**src/design/fbrc_pkg.sv**
```systemverilog
// ----------------------------------------------------------------------------
// fbrc_pkg
// Shared constants and types for the framed byte receiver with checksum.
// ----------------------------------------------------------------------------
package fbrc_pkg;

   localparam int PayloadBytesRaw = 4;
   localparam int StoreDepth      = 4;
   localparam int PayloadLen      = (PayloadBytesRaw < 1) ? 1 :
                                    (PayloadBytesRaw > StoreDepth) ? StoreDepth :
                                    PayloadBytesRaw;

   localparam int ByteW    = 8;
   localparam int WordW    = ByteW * StoreDepth;
   localparam int IndexW   = 3;
   localparam int SlotW    = $clog2(StoreDepth);
   localparam int CsrIdxW  = 2;

   localparam logic [ByteW-1:0] StartReset = 8'hAA;
   localparam logic [ByteW-1:0] StopReset  = 8'hFF;

   localparam logic [CsrIdxW-1:0] RegStartByte = 2'd0;
   localparam logic [CsrIdxW-1:0] RegStopByte  = 2'd1;

   localparam logic StatusMatch    = 1'b0;
   localparam logic StatusMismatch = 1'b1;

   typedef struct packed {
      logic             valid;
      logic             status;
      logic [WordW-1:0] word;
   } fbrc_result_type;

endpackage

```
**src/design/fbrc_parser.sv**
```systemverilog
// ----------------------------------------------------------------------------
// fbrc_parser
// Frame phase tracking, payload capture and checksum compare, one byte a cycle.
// ----------------------------------------------------------------------------
module fbrc_parser
   import fbrc_pkg::*;
(
   input  logic             clock,
   input  logic             reset,
   input  logic             byte_valid,
   input  logic [ByteW-1:0] rx_byte,
   input  logic [ByteW-1:0] start_byte,
   input  logic [ByteW-1:0] stop_byte,
   output fbrc_result_type  result
);

   localparam logic [1:0] PhIdle    = 2'd0;
   localparam logic [1:0] PhPayload = 2'd1;
   localparam logic [1:0] PhCheck   = 2'd2;
   localparam logic [1:0] PhStop    = 2'd3;

   logic [1:0]        phase_ff, phase_in;
   logic [IndexW-1:0] index_ff, index_in;
   logic [ByteW-1:0]  store_ff [StoreDepth];
   logic [ByteW-1:0]  check_ff, check_in;
   logic              store_we;
   logic [IndexW-1:0] index_next;
   logic [ByteW-1:0]  sum;
   logic [WordW-1:0]  word;

   always_comb begin
      sum  = start_byte + stop_byte;
      word = '0;
      for (int k = 0; k < StoreDepth; k++) begin
         sum  = sum + store_ff[k];
         word = {word[WordW-ByteW-1:0], store_ff[k]};
      end
   end

   assign index_next = index_ff + 3'd1;

   always_comb begin
      phase_in = phase_ff;
      index_in = index_ff;
      check_in = check_ff;
      store_we = 1'b0;
      result   = '{valid: 1'b0, status: StatusMatch, word: word};
      if (byte_valid) begin
         case (phase_ff)
            PhIdle: begin
               if (rx_byte == start_byte) begin
                  phase_in = PhPayload;
               end
            end
            PhPayload: begin
               store_we = 1'b1;
               index_in = index_next;
               if (index_next >= IndexW'(PayloadLen)) begin
                  index_in = '0;
                  phase_in = PhCheck;
               end
            end
            PhCheck: begin
               check_in = rx_byte;
               phase_in = PhStop;
            end
            default: begin
               if (rx_byte == stop_byte) begin
                  phase_in      = PhIdle;
                  result.valid  = 1'b1;
                  result.status = (sum == check_ff) ? StatusMatch : StatusMismatch;
               end
            end
         endcase
      end
   end

   always_ff @(posedge clock) begin
      if (reset) begin
         phase_ff <= PhIdle;
         index_ff <= '0;
         check_ff <= '0;
         for (int k = 0; k < StoreDepth; k++) begin
            store_ff[k] <= '0;
         end
      end else begin
         phase_ff <= phase_in;
         index_ff <= index_in;
         check_ff <= check_in;
         if (store_we) begin
            store_ff[index_ff[SlotW-1:0]] <= rx_byte;
         end
      end
   end

endmodule

```
**src/design/fbrc_out_stage.sv**
```systemverilog
// ----------------------------------------------------------------------------
// fbrc_out_stage
// Result register with a skid stage, so bytes keep flowing while a word waits.
// ----------------------------------------------------------------------------
module fbrc_out_stage
   import fbrc_pkg::*;
(
   input  logic             clock,
   input  logic             reset,
   input  fbrc_result_type  result,
   output logic             can_accept,
   output logic             rsp_tvalid,
   input  logic             rsp_tready,
   output logic [WordW-1:0] rsp_tdata,
   output logic             rsp_tuser
);

   logic             main_valid_ff, main_valid_in;
   logic             skid_valid_ff, skid_valid_in;
   logic             main_status_ff, main_status_in;
   logic [WordW-1:0] main_word_ff, main_word_in;
   logic             skid_status_ff, skid_status_in;
   logic [WordW-1:0] skid_word_ff, skid_word_in;
   logic             pop;

   assign pop        = main_valid_ff && rsp_tready;
   assign can_accept = !skid_valid_ff;

   always_comb begin
      main_valid_in  = main_valid_ff;
      skid_valid_in  = skid_valid_ff;
      main_status_in = main_status_ff;
      main_word_in   = main_word_ff;
      skid_status_in = skid_status_ff;
      skid_word_in   = skid_word_ff;
      if (skid_valid_ff) begin
         if (pop) begin
            main_status_in = skid_status_ff;
            main_word_in   = skid_word_ff;
            skid_valid_in  = 1'b0;
         end
      end else if (result.valid) begin
         if (!main_valid_ff || pop) begin
            main_valid_in  = 1'b1;
            main_status_in = result.status;
            main_word_in   = result.word;
         end else begin
            skid_valid_in  = 1'b1;
            skid_status_in = result.status;
            skid_word_in   = result.word;
         end
      end else if (pop) begin
         main_valid_in = 1'b0;
      end
   end

   always_ff @(posedge clock) begin
      if (reset) begin
         main_valid_ff <= 1'b0;
         skid_valid_ff <= 1'b0;
      end else begin
         main_valid_ff <= main_valid_in;
         skid_valid_ff <= skid_valid_in;
      end
      main_status_ff <= main_status_in;
      main_word_ff   <= main_word_in;
      skid_status_ff <= skid_status_in;
      skid_word_ff   <= skid_word_in;
   end

   assign rsp_tvalid = main_valid_ff;
   assign rsp_tdata  = main_word_ff;
   assign rsp_tuser  = main_status_ff;

endmodule

```
**src/design/framed_byte_receiver_checksum.sv**
```systemverilog
// ----------------------------------------------------------------------------
// framed_byte_receiver_checksum
// Parses start / payload / checksum / stop frames and returns the payload word
// with a checksum status.
//
//   port group  dir  contents
//   req_        in   one received byte
//   rsp_        out  payload word, checksum status
//   csr_        in   register index and byte value
//
// A byte is taken every cycle while req_tready is high; the frame result is
// registered once the stop byte is taken. The result register and skid stage
// hold up to two words; req_tready drops only while both are full. Reset is
// synchronous and resets both registers to defaults and the parser to idle.
// ----------------------------------------------------------------------------
module framed_byte_receiver_checksum
   import fbrc_pkg::*;
(
   input  logic               clock,
   input  logic               reset,
   input  logic               req_tvalid,
   output logic               req_tready,
   input  logic [ByteW-1:0]   req_tdata,   // rx_byte
   output logic               rsp_tvalid,
   input  logic               rsp_tready,
   output logic [WordW-1:0]   rsp_tdata,   // payload_word
   output logic               rsp_tuser,   // frame_status
   input  logic               csr_valid,
   output logic               csr_ready,
   input  logic [CsrIdxW-1:0] csr_index,
   input  logic [ByteW-1:0]   csr_data
);

   logic [ByteW-1:0] start_byte_ff, start_byte_in;
   logic [ByteW-1:0] stop_byte_ff, stop_byte_in;
   fbrc_result_type  result;
   logic             can_accept;

   assign csr_ready  = 1'b1;
   assign req_tready = can_accept;

   always_comb begin
      start_byte_in = start_byte_ff;
      stop_byte_in  = stop_byte_ff;
      if (csr_valid) begin
         case (csr_index)
            RegStartByte: start_byte_in = csr_data;
            RegStopByte:  stop_byte_in  = csr_data;
            default: ;
         endcase
      end
   end

   always_ff @(posedge clock) begin
      if (reset) begin
         start_byte_ff <= StartReset;
         stop_byte_ff  <= StopReset;
      end else begin
         start_byte_ff <= start_byte_in;
         stop_byte_ff  <= stop_byte_in;
      end
   end

   fbrc_parser u_parser (
      .clock      (clock),
      .reset      (reset),
      .byte_valid (req_tvalid && can_accept),
      .rx_byte    (req_tdata),
      .start_byte (start_byte_ff),
      .stop_byte  (stop_byte_ff),
      .result     (result)
   );

   fbrc_out_stage u_out (
      .clock      (clock),
      .reset      (reset),
      .result     (result),
      .can_accept (can_accept),
      .rsp_tvalid (rsp_tvalid),
      .rsp_tready (rsp_tready),
      .rsp_tdata  (rsp_tdata),
      .rsp_tuser  (rsp_tuser)
   );

endmodule
```
**config.mk**
```make
export PLATFORM = sky130hd
export DESIGN_NAME = framed_byte_receiver_checksum
export DESIGN_NICKNAME = d
export VERILOG_FILES = /design/src/design/fbrc_pkg.sv /design/src/design/fbrc_parser.sv /design/src/design/fbrc_out_stage.sv /design/src/design/framed_byte_receiver_checksum.sv
export SDC_FILE = /design/constraint.sdc
export NUM_CORES = 1
export LEC_CHECK = 0
export ABC_AREA = 1
export BUFFER_PORTS_ARGS = -buffer_cell sky130_fd_sc_hd__buf_2
export CAP_MARGIN = 20
export CELL_PAD_IN_SITES_DETAIL_PLACEMENT = 0
export CELL_PAD_IN_SITES_GLOBAL_PLACEMENT = 1
export CORE_MARGIN = 4
export CORE_UTILIZATION = 46
export DETAILED_ROUTE_END_ITERATION = 8
export PLACE_DENSITY = 0.85
export SLEW_MARGIN = 20
export SYNTH_ARGS = -nofsm -noshare
export SYNTH_HDL_FRONTEND = slang
export SYNTH_SLANG_ARGS = --single-unit
```
**constraint.sdc**
```tcl
create_clock -name clock -period 4.6 [get_ports clock]
set_clock_uncertainty 0.2 [all_clocks]
set_input_delay 0.23 -clock clock [delete_from_list [all_inputs] [get_ports clock]]
set_output_delay 0.23 -clock clock [all_outputs]
set_load 0.1 [all_outputs]
```
; ---- Yosys cells after proc, flatten, opt, wreduce, memory -nomap -nowiden
; Memories as Yosys holds them, arrays and structs flattened.
; Index checks and enable logic that the tools add are counted.
[classes]
reduce_logical = 21
addsub = 6
n_lt_le_gt_ge = 1
muxes = 34
bitwise = 2
n_eq_ne = 10
[ops]
columns = op, count
row1 = 2-to-1 mux 32 bit, 4
row2 = adder 8 bit, 5
row3 = == test 8 bit, 3
row4 = 2-to-1 mux 1 bit, 20
row5 = 2-to-1 mux 2 bit, 7
row6 = AND reduction 3 bit, 3
row7 = 2-to-1 mux 8 bit, 1
row8 = AND reduction 2 bit, 4
row9 = OR reduction 8 bit, 1
row10 = != test 2 x 1 -> 1 bit (second input constant), 3
row11 = one-hot mux 2 bit (3 select lines), 1
row12 = nonzero test 2 bit, 3
row13 = == test 2 x 1 -> 1 bit (second input constant), 2
row14 = zero test 2 bit, 2
row15 = AND reduction 4 bit, 1
row16 = nonzero test 4 bit, 1
row17 = adder 3 x 1 -> 3 bit (second input constant), 1
row18 = >= comparator 3 bit (second input constant), 1
row19 = 2-to-1 mux 3 bit, 1
row20 = OR reduction 3 bit, 1
row21 = == test 2 bit (second input constant), 1
row22 = logical AND 1 bit, 2
row23 = zero test 1 bit, 2
row24 = != test 2 bit (second input constant), 1
row25 = other kinds (2), 3
[totals]
output_inout_bits = 36
memories = 1
ff_bits = 97
ram_bits = 32
word_cells = 86
[memory_table]
columns = name, words, width, read_ports, rd_clocked_by_memory_dff, wr, line_no
row1 = u_parser.store_ff, 4, 8, 4, 0, 4, fbrc_parser.sv:24  ; logic [ByteW-1:0] store_ff [StoreDepth];

; ---- Longest topological paths before layout
; Gate-level depths: netlist (run 1).
[logic_depth]
depth_word = 13
ltp_mapped = 20
ltp_nobuf = 20

; ---- By module
; From an unflattened synthesis (run 1), not the netlist that was laid out.
[hier_totals]
cells_unflattened = 661
hier_area_um2 = 6477.5
[modules_own_cells]
columns = module, seq_area_each_um2, cells_per_inst, area_per_inst_um2, instances
row1 = fbrc_parser, 1221.2, 381, 3251.9, 1
row2 = fbrc_out_stage, 2021.9, 194, 2556.2, 1
row3 = framed_byte_receiver_checksum, 320.3, 86, 669.4, 1

; ---- Worst setup path after synthesis (run 1)
; No wires, ideal clock.
[synth_path]
kind = reg2reg
startpoint = memory u_parser.store_ff[2][2]
endpoint = register u_out.main_status_ff, in the netlist u_out.rsp_tuser (data pin)
required_time_ps = 4147
slack_ps = 782
path_buffers = 0
t_arrival_ps = 3365
setup_ps = 253
stages_incl_launch_ff = 19
cell_sequence = edfxtp_1 -> fa_1 -> inv_1 -> fa_1 -> fa_1 -> inv_1 -> ha_1 -> fa_1 -> inv_1 -> nand2_1 -> nand2_1 -> nor2_1 -> nand2_1 -> nor2_1 -> nand4_1 -> nor2_1 -> nand3_1 -> nand2_1 -> nand2_1
[synth_lines]
columns = element, line_no
row1 = "start, declared", fbrc_parser.sv:24
row2 = "end signal, assigned", fbrc_out_stage.sv:65  ; main_status_ff <= main_status_in;
row3 = "end, declared", fbrc_out_stage.sv:20  ; logic main_status_ff, main_status_in;

==> results of run 1 <==
==> power by group <==
group	total (W)	internal [W]	switching (W)
registers	0.00130	0.00128	0.0000258
clock network	0.00124	0.000782	0.000460
logic	0.000584	0.000236	0.000348
==> state kept, by name (all words and copies together), names as in the netlist <==
| name | flops |
|---|---|
| start_byte_ff | 8 |
| stop_byte_ff | 8 |
| u_out.rsp_tdata | 32 |
| u_out.rsp_tuser | 1 |
| u_out.rsp_tvalid | 1 |
| u_out.skid_status_ff | 1 |
| u_out.skid_valid_ff | 1 |
| u_out.skid_word_ff | 32 |
| u_parser.check_ff | 8 |
| u_parser.index_ff | 3 |
| u_parser.phase_ff | 2 |
| u_parser.store_ff | 32 |
==> final cells by class <==
cell class / instances / area share (%)
Sequential cell: 129 / 47.5
Timing Repair Buffer: 84 / 7.47
Tap cell: 176 / 2.93
Clock buffer: 22 / 5.92
Clock inverter: 9 / 1.22
Inverter: 95 / 4.75
Multi-Input combinational cell: 399 / 30.2
==> cell families (layout without fill, tap and decap cells) <==
group           count (synthesis)  count (layout)  synth area share (%)
flops                         129             129                  57.0
xor+xnor                       13              13                  1.82
fa+ha+maj                      38              38                  10.8
compound gates                 44              44                  3.88
simple gates                  303             303                  19.5
buf+inv                       109             210                  6.89
other cells                     1               1                0.0600
==> worst max-delay path, cell delays in order (launching register included) <==
cell and delay (ns):
edfxtp_1 0.43, fa_1 0.55, inv_1 0.07, fa_1 0.46, fa_1 0.55, inv_1 0.04, ha_1 0.23, fa_1 0.51
inv_1 0.05, nand2_1 0.05, nand2_1 0.05, nor2_1 0.08, nand2_1 0.06, nor2_1 0.08, nand4_1 0.08, nor2_1 0.12
nand3_1 0.08, nand2_1 0.08, nand2_1 0.05
==> synth_stat cells <==
master / count / area [sq um]
nand3_1: 27 / 135
buf_1: 1 / 3.75
clkbuf_1: 7 / 26.3
or2_2: 2 / 12.5
o211ai_1: 6 / 45.0
ha_1: 11 / 138
nand4_1: 6 / 37.5
a21oi_1: 18 / 90.1
buf_4: 2 / 15.0
nor3_2: 2 / 20.0
xnor2_1: 8 / 70.1
xor2_1: 5 / 43.8
nand2_2: 5 / 31.3
o21ai_0: 18 / 90.1
clkbuf_8: 1 / 13.8
inv_1: 90 / 338
nand2_1: 207 / 777
edfxtp_1: 98 / 2940
nor2_1: 53 / 199
a21oi_2: 2 / 17.5
conb_1: 1 / 3.75
buf_2: 3 / 15.0
inv_2: 5 / 18.8
dfxtp_1: 31 / 621
fa_1: 27 / 541
nor2_2: 1 / 6.26
==> final timing paths <==
kind                                             to                                   from  slack, ns
setup / recovery          u_out.rsp_tuser$_DFFE_PP_  u_parser.store_ff[2][2]$_SDFFCE_PN0P_       0.53
hold reg to reg   u_parser.index_ff[2]$_SDFFE_PP0P_      u_parser.index_ff[2]$_SDFFE_PP0P_       0.25
hold / removal    u_parser.check_ff[3]$_SDFFE_PP0P_                           req_tdata[3]       0.03
setup reg to reg          u_out.rsp_tuser$_DFFE_PP_  u_parser.store_ff[2][2]$_SDFFCE_PN0P_       0.53
==> metrics by stage <==
step	instance area, sq um	hold slack [ns]
after floorplan	6250	0.0924
after global placement	6730	0.238
after CTS	7480	0.00800
final	7500	0.0280
after detailed placement	6730	0.242
after global routing	7500	0.0586
==> layer usage <==
layer | share of wire, % | GRT usage (%) | wire length, microns
met1 | 44 | 22.5 | 5780
met2 | 49 | 29.7 | 6400
met3 | 4.8 | 4.67 | 631
met4 | 1.8 | 7.74 | 234
met5 | 0 | 0 | 0
==> flow_metrics.env, run 1 <==
export IMPL_dp_hpwl_mm=9.62
export IMPL_irDropWorstVdd_v=0.000202
export IMPL_finalNonFillerCells=914
export IMPL_cts_tree="done"
export IMPL_die_y_microns=125
export IMPL_cp_max_fo=3
export IMPL_cts_root_buf="clkbuf_16"
export IMPL_finalHoldViolCount=0
export IMPL_drt_iter0_drc=286
export IMPL_drc_errors=0
export IMPL_cts_resized=0
export IMPL_syn_to_final_growth_pct=20.1
export IMPL_fin_crit_ns=4.07
export IMPL_clockBufferDepth=2
export IMPL_setup_viol=0
export IMPL_io_pins=59
export IMPL_clk_pin_slew_ns=0.05
export IMPL_gr_total_overflow=0
export IMPL_ys_types=26
export IMPL_core_area_sq_mm=0.0133
export IMPL_p_leak_nw=3.33
export IMPL_final_common_cell="nand2_1"
export IMPL_track_usage_pct=18.0
export IMPL_grt_pass1_vias=4328
export IMPL_firstDrtPassIters=5
export IMPL_syn_inst=637
export IMPL_syn_nets=698
export IMPL_postCtsSetupBuffers=0
export IMPL_multi_input_area_sq_mm=0.00227
export IMPL_numCtsBuffers=17
export IMPL_die_area_sq_mm=0.0155
export IMPL_cts_max_level=4
export IMPL_hold_path_class="in -> reg"
export IMPL_avgViaCountPerCell=4.78
export IMPL_final_cell_mix="nand2_1, edfxtp_1, inv_1"
export IMPL_power_density_mw_per_mm2=417
export IMPL_final_util_pct=56.4
export IMPL_slew_headroom_pct=50.0
export IMPL_hold_depth=3
export IMPL_portBuffers=57
export IMPL_postSynthAreaPerCell_sq_um=9.81
export IMPL_clock_latency_ns=0.42
export IMPL_antenna_found_initial=0
export IMPL_route_vias_total=4367
export IMPL_ff2ff_path_depth=18
export IMPL_ant_nets=0
export IMPL_status="finished, final reports clean"
export IMPL_rsz0062_at_grt="false"
export IMPL_fillers=1138
export IMPL_die_w_microns=125
export IMPL_finalCritPeriodShare_pct=88.5
export IMPL_nNetsFinal=787
export IMPL_grt_pass1_wl_mm=21.4
export IMPL_gp_congestion=0.856
export IMPL_cp_arrival_ns=4.05
export IMPL_synth_seq_cells=129
export IMPL_ys_seq_area_share_pct=57.0
export IMPL_wl_mm=13.0
export IMPL_register_area_sq_mm=0.00356
export IMPL_critPathKind="reg -> reg"
export IMPL_drive_gt1_share_pct=14.1
export IMPL_worst_ep_required_time_ns=4.58
export IMPL_fmaxAchievable_mhz=246
export IMPL_end_kind="register"
export IMPL_worst_slack_ns=0.528
export IMPL_finalPower_w=0.00313
export IMPL_postCtsHoldBufs=21
export IMPL_drv_slew=0
export IMPL_worstSetupStartpointType="register"
export IMPL_synthesis_area_sq_mm=0.00625
export IMPL_worst_slew_pin_slew_ns=0.748
export IMPL_grt_max_degree=40
export IMPL_initial_core_util_pct=47.0
export IMPL_wl_per_cell_microns=14.3
export IMPL_cts_sinks=129
export IMPL_diodes=0
export IMPL_core_rowCount=42
export IMPL_dp_cells=861
export IMPL_synth_warning_count=0
export IMPL_drv_cap=0
export IMPL_setup_tns_final_ns=0
export IMPL_dp_slack_ns=0.520
Power figures use the tool's default switching activity.
==> run 2, diff against run 1 <==
--- a/config.mk
+++ b/config.mk
@@ -10,10 +10,11 @@
 export CAP_MARGIN = 20
 export CELL_PAD_IN_SITES_DETAIL_PLACEMENT = 0
 export CELL_PAD_IN_SITES_GLOBAL_PLACEMENT = 1
-export CORE_MARGIN = 4
-export CORE_UTILIZATION = 46
+export CORE_MARGIN = 5
+export CORE_UTILIZATION = 35
+export CTS_CLUSTER_DIAMETER = 40
 export DETAILED_ROUTE_END_ITERATION = 8
-export PLACE_DENSITY = 0.85
+export PLACE_DENSITY = 0.69
 export SLEW_MARGIN = 20
 export SYNTH_ARGS = -nofsm -noshare
 export SYNTH_HDL_FRONTEND = slang
==> run 2 against run 1 <==
Compared with the run above:
- utilization shrank 13 points
- largest cell class unchanged
- largest power group unchanged
- die area grew 33%
- combinational power barely moved
- sequential share of layout area is 0.49 points lower
- worst hold slack better by 0.0088 ns
==> flow_metrics.env, run 2 (synthesis gave the netlist of run 1 again) <==
export IMPL_portBuffers=57
export IMPL_die_w_microns=144
export IMPL_gp_congestion=0.828
export IMPL_multi_input_area_sq_mm=0.00227
export IMPL_fillers=1708
export IMPL_end_kind="register"
export IMPL_dp_hpwl_mm=9.98
export IMPL_avgViaCountPerCell=4.50
export IMPL_initial_core_util_pct=35.9
export IMPL_power_density_mw_per_mm2=418
export IMPL_cts_sinks=129
export IMPL_cp_arrival_ns=4.05
export IMPL_worst_ep_required_time_ns=4.57
export IMPL_numCtsBuffers=17
export IMPL_placed_cell_area_sq_mm=0.00678
export IMPL_register_area_sq_mm=0.00356
export IMPL_critPathMaxStageDelay_ns=0.56
export IMPL_die_y_microns=144
export IMPL_worst_slew_pin_slew_ns=0.747
export IMPL_cts_root_buf="clkbuf_16"
export IMPL_firstDrtPassIters=5
export IMPL_cts_max_level=4
export IMPL_gr_total_overflow=0
export IMPL_drc_errors=0
export IMPL_drt_iter0_drc=256
export IMPL_grt_pass1_vias=4281
export IMPL_fin_crit_ns=4.08
export IMPL_core_rowCount=48
export IMPL_route_vias_total=4326
export IMPL_syn_to_final_growth_pct=21.3
export IMPL_antenna_found_initial=0
export IMPL_cts_tree="done"
export IMPL_worstSetupStartpointType="register"
export IMPL_clk_pin_slew_ns=0.06
export IMPL_io_pins=59
export IMPL_cp_slowest_cell="fa_1"
export IMPL_finalCritPeriodShare_pct=88.8
export IMPL_final_area_sq_mm=0.00758
export IMPL_setup_tns_final_ns=0
export IMPL_path_cells="fa_1 > inv_1 > fa_1 > fa_1 > inv_1 > ha_1 > fa_1 > inv_1 > nand2_1 > nand2_1 > nor2_1 > nand2_1 > nor2_1 > nand4_1 > nor2_1 > nand3_1 > nand2_1 > nand2_1"
export IMPL_track_usage_pct=13.8
export IMPL_ant_nets=0
export IMPL_crit_top_cell="nand2_1"
export IMPL_final_cell_mix="nand2_1, edfxtp_1, inv_1"
export IMPL_drv_slew=0
export IMPL_p_leak_nw=3.33
export IMPL_finalHoldViolCount=0
export IMPL_final_common_cell="nand2_1"
export IMPL_grt_pass1_wl_mm=21.7
export IMPL_wl_per_cell_microns=14.1
export IMPL_grt_max_degree=40
export IMPL_slew_headroom_pct=50.0
export IMPL_wl_mm=13.6
export IMPL_irDropWorstVdd_v=0.000299
export IMPL_diodes=0
export IMPL_clockBufferDepth=2
export IMPL_cp_max_fo=3
export IMPL_postCtsSetupBuffers=0
export IMPL_nNetsFinal=785
export IMPL_die_area_sq_mm=0.0206
export IMPL_setup_viol=0
export IMPL_clock_latency_ns=0.42
export IMPL_drv_cap=0
export IMPL_status="finished, final reports clean"
export IMPL_critPathKind="reg -> reg"
export IMPL_cts_resized=0
export IMPL_fmaxAchievable_mhz=245
export IMPL_core_area_sq_mm=0.0174
export IMPL_drive_gt1_share_pct=14.5
export IMPL_rsz0062_at_grt="false"
export IMPL_hold_path_class="in -> reg"
## run 2: cell types whose count changed in the layout (fill, tap and decap cells not counted), sizes merged
cell / change
clkbuf: -5
clkinvlp: +3
buf: -2
inv: +2
clkinv: +1
## run 2: layer usage
metal | vias to the layer above | part of all wire [%] | wire length (microns) | track usage (%)
li1 | 2209 | - | - | -
met1 | 2013 | 47 | 6420 | 18.3
met2 | 92 | 47 | 6390 | 22.6
met3 | 12 | 4.3 | 588 | 2.80
met4 | 0 | 1.2 | 159 | 5.05
met5 | - | 0 | 0 | 0
## run 2: final cells by class
cell class,instances,share of cell area (%)
inverters,95,4.70
clock buffers,17,5.61
well taps,225,3.71
clock inverters,15,1.88
repair buffers,82,7.19
multi-input cells,399,29.9
flip-flops and latches,129,47.0
## run 2: through the flow
| step | total power, W | cells | setup slack [ns] | hold slack (ns) | util, % |
|---|---|---|---|---|---|
| 2_1_floorplan | 0.00176 | 637 | 0.782 | 0.0924 | - |
| 3_3_place_gp | 0.00188 | 908 | 0.574 | 0.240 | 38.9 |
| 3_5_place_dp | 0.00190 | 908 | 0.467 | 0.234 | 38.9 |
| 4_1_cts | 0.00320 | 961 | 0.470 | 0.0120 | 43.4 |
| 5_1_grt | 0.00335 | 962 | 0.231 | 0.0600 | 43.5 |
| 6_report | 0.00317 | 962 | 0.516 | 0.0368 | 43.5 |
## run 2: timing repair
item                       CTS  global route
setup endpoints to repair    0             0
hold endpoints to repair    26             0
hold buffers                21             0
## run 2: worst paths after layout
path                                                             from                              end  slack (ns)  cells after the start
worst max-delay path            u_parser.store_ff[2][2]$_SDFFCE_PN0P_        u_out.rsp_tuser$_DFFE_PP_        0.52                     18
worst min-delay path                                       rsp_tready    u_out.rsp_tvalid$_SDFFE_PP0P_        0.04                      4
worst max register to register  u_parser.store_ff[2][2]$_SDFFCE_PN0P_        u_out.rsp_tuser$_DFFE_PP_        0.52                     18
worst min register to register      u_parser.store_ff[3][0]$_DFFE_PP_  u_out.skid_word_ff[0]$_DFFE_PP_        0.25                      0
## run 2: where the power goes
group,internal [W],switching [W],leakage [nW],total [W]
Combinational,0.000236,0.000349,1.88,0.000585
Sequential,0.00128,0.0000253,1.18,0.00130
Clock,0.000791,0.000494,0.270,0.00129
Total,0.00230,0.000869,3.33,0.00317
## run 2: worst max-delay path: cells and delay by family, from the launching register on
family	cells	cell delay [ns]
flops	1	0.44
simple gates	10	0.74
fa+ha+maj	5	2.32
buf+inv	3	0.14
==> run 3, diff against run 2 <==
--- a/config.mk
+++ b/config.mk
@@ -11,10 +11,12 @@
 export CELL_PAD_IN_SITES_DETAIL_PLACEMENT = 0
 export CELL_PAD_IN_SITES_GLOBAL_PLACEMENT = 1
 export CORE_MARGIN = 5
-export CORE_UTILIZATION = 35
+export CORE_UTILIZATION = 46
 export CTS_CLUSTER_DIAMETER = 40
 export DETAILED_ROUTE_END_ITERATION = 8
-export PLACE_DENSITY = 0.69
+export GPL_TIMING_DRIVEN = 0
+export MAX_ROUTING_LAYER = met4
+export PLACE_DENSITY = 0.85
 export SLEW_MARGIN = 20
 export SYNTH_ARGS = -nofsm -noshare
 export SYNTH_HDL_FRONTEND = slang
==> run 3 against run 2 <==
Compared with the run above:
- first-iteration DRC count decreased by 11%
- sequential share of layout area grew 0.078 points
- flip-flop and latch count unchanged
- highest routed layer unchanged
- via count rose by 1.6%
- global-route usage up 4.0 points
- non-clock buffer count up 13
- design area shrank 0.16%
- cell count shrank 3.7%
- critical path depth unchanged
- routed wire length down 5.4%
==> flow_metrics.env, run 3 (synthesis gave the netlist of run 1 again) <==
export IMPL_status="finished, final reports clean"
export IMPL_wl_per_cell_microns=13.8
export IMPL_firstDrtPassIters=4
export IMPL_nNetsFinal=798
export IMPL_die_y_microns=127
export IMPL_cts_max_level=4
export IMPL_worst_slew_pin_slew_ns=0.721
export IMPL_end_kind="register"
export IMPL_power_density_mw_per_mm2=412
export IMPL_finalHoldViolCount=0
export IMPL_setup_viol=0
export IMPL_gp_congestion=0.887
export IMPL_die_area_sq_mm=0.0160
export IMPL_irDropWorstVdd_v=0.000308
export IMPL_cts_sinks=129
export IMPL_antenna_found_initial=0
export IMPL_route_vias_total=4396
export IMPL_fin_crit_ns=4.21
export IMPL_drc_errors=0
export IMPL_cp_arrival_ns=4.19
export IMPL_cp_max_fo=3
export IMPL_wl_mm=12.8
export IMPL_drt_iter0_drc=229
export IMPL_final_common_cell="nand2_1"
export IMPL_drive_gt1_share_pct=15.2
export IMPL_drv_slew=0
export IMPL_worst_ep_required_time_ns=4.58
export IMPL_cts_tree="done"
export IMPL_core_rowCount=42
export IMPL_io_pins=59
export IMPL_worstSetupStartpointType="register"
export IMPL_avgViaCountPerCell=4.75
export IMPL_grt_max_degree=34
export IMPL_ant_nets=0
export IMPL_clk_pin_slew_ns=0.06
export IMPL_finalCritPeriodShare_pct=91.5
export IMPL_cts_root_buf="clkbuf_16"
export IMPL_clock_latency_ns=0.42
export IMPL_syn_to_final_growth_pct=21.1
export IMPL_critPathKind="reg -> reg"
export IMPL_core_area_sq_mm=0.0133
export IMPL_placed_cell_area_sq_mm=0.00680
export IMPL_holdWs_ns=0.0239
export IMPL_dp_hpwl_mm=9.85
export IMPL_track_usage_pct=17.8
export IMPL_die_w_microns=127
export IMPL_final_cell_mix="nand2_1, edfxtp_1, inv_1"
export IMPL_drv_cap=0
export IMPL_hold_path_class="in -> reg"
export IMPL_fmaxAchievable_mhz=238
export IMPL_cts_resized=0
export IMPL_postCtsHoldBufs=23
export IMPL_setup_tns_final_ns=0
export IMPL_gr_total_overflow=0
export IMPL_grt_pass1_vias=4431
export IMPL_numCtsBuffers=17
export IMPL_rsz0062_at_grt="false"
export IMPL_final_area_sq_mm=0.00757
export IMPL_postCtsSetupBuffers=0
export IMPL_diodes=0
export IMPL_slew_headroom_pct=51.9
export IMPL_portBuffers=57
export IMPL_grt_pass1_wl_mm=21.7
export IMPL_clockBufferDepth=2
export IMPL_initial_core_util_pct=47.0
export IMPL_p_leak_nw=3.33
## run 3: cell types whose count changed in the layout (fill, tap and decap cells not counted), moves of 2 or more
| cell | previous run | this run |
|---|---|---|
| buf_2 | 57 | 60 |
| clkinv_4 | 2 | 0 |
| clkinv_2 | 2 | 5 |
| dlygate4sd3_1 | 21 | 23 |
| clkinvlp_4 | 3 | 7 |
| clkbuf_1 | 0 | 7 |
| clkinv_1 | 4 | 1 |
## run 3: metrics by stage
step	worst slack (ns)	cells	total power (W)	util (%)
finish	0.390	926	0.00312	56.9
global route	0.115	926	0.00331	56.9
CTS	0.359	926	0.00314	56.9
detailed placement	0.381	871	0.00190	51.1
global placement	0.420	870	0.00188	50.8
floorplan	0.782	637	0.00176	-
## run 3: area by class of cell
class	instances	area, sq um
multi-input cells	399	2270
fillers	1161	5720
repair buffers	81	543
plain buffers	14	73.8
clock inverters	15	120
clock buffers	17	425
well taps	176	220
flip-flops and latches	129	3560
inverters	95	357
## run 3: report_power, final
group / total [W] / internal (W) / switching, W
Combinational: 0.000587 / 0.000241 / 0.000346
Clock: 0.00123 / 0.000734 / 0.000492
Sequential: 0.00130 / 0.00128 / 0.0000264
Total: 0.00312 / 0.00225 / 0.000864
## run 3: path summary, 6_finish.rpt
path                                    startpoint                              end  slack (ns)  cells past startpoint
max          u_parser.store_ff[2][2]$_SDFFCE_PN0P_        u_out.rsp_tuser$_DFFE_PP_        0.39                     18
min                                      csr_valid     stop_byte_ff[0]$_SDFFE_PP1P_        0.02                      5
max reg2reg  u_parser.store_ff[2][2]$_SDFFCE_PN0P_        u_out.rsp_tuser$_DFFE_PP_        0.39                     18
min reg2reg      u_parser.store_ff[3][0]$_DFFE_PP_  u_out.skid_word_ff[0]$_DFFE_PP_        0.25                      0
## run 3: layer usage
metal / share of wire [%] / vias up / track usage [%]
met5: 0 / - / -
met4: 2.6 / 0 / 6.88
met3: 4.8 / 24 / 4.75
met2: 48 / 86 / 28.7
met1: 44 / 2059 / 21.5
li1: - / 2227 / -
## run 3: critical path, cell delays in order (launching register included)
cell and delay [ns]:
edfxtp_1 0.45, fa_1 0.57, inv_1 0.07, fa_1 0.48
fa_1 0.55, inv_1 0.04, ha_1 0.24, fa_1 0.53
inv_1 0.05, nand2_1 0.05, nand2_1 0.05, nor2_1 0.08
nand2_1 0.06, nor2_1 0.12, nand4_1 0.09, nor2_1 0.13
nand3_1 0.09, nand2_1 0.08, nand2_1 0.05
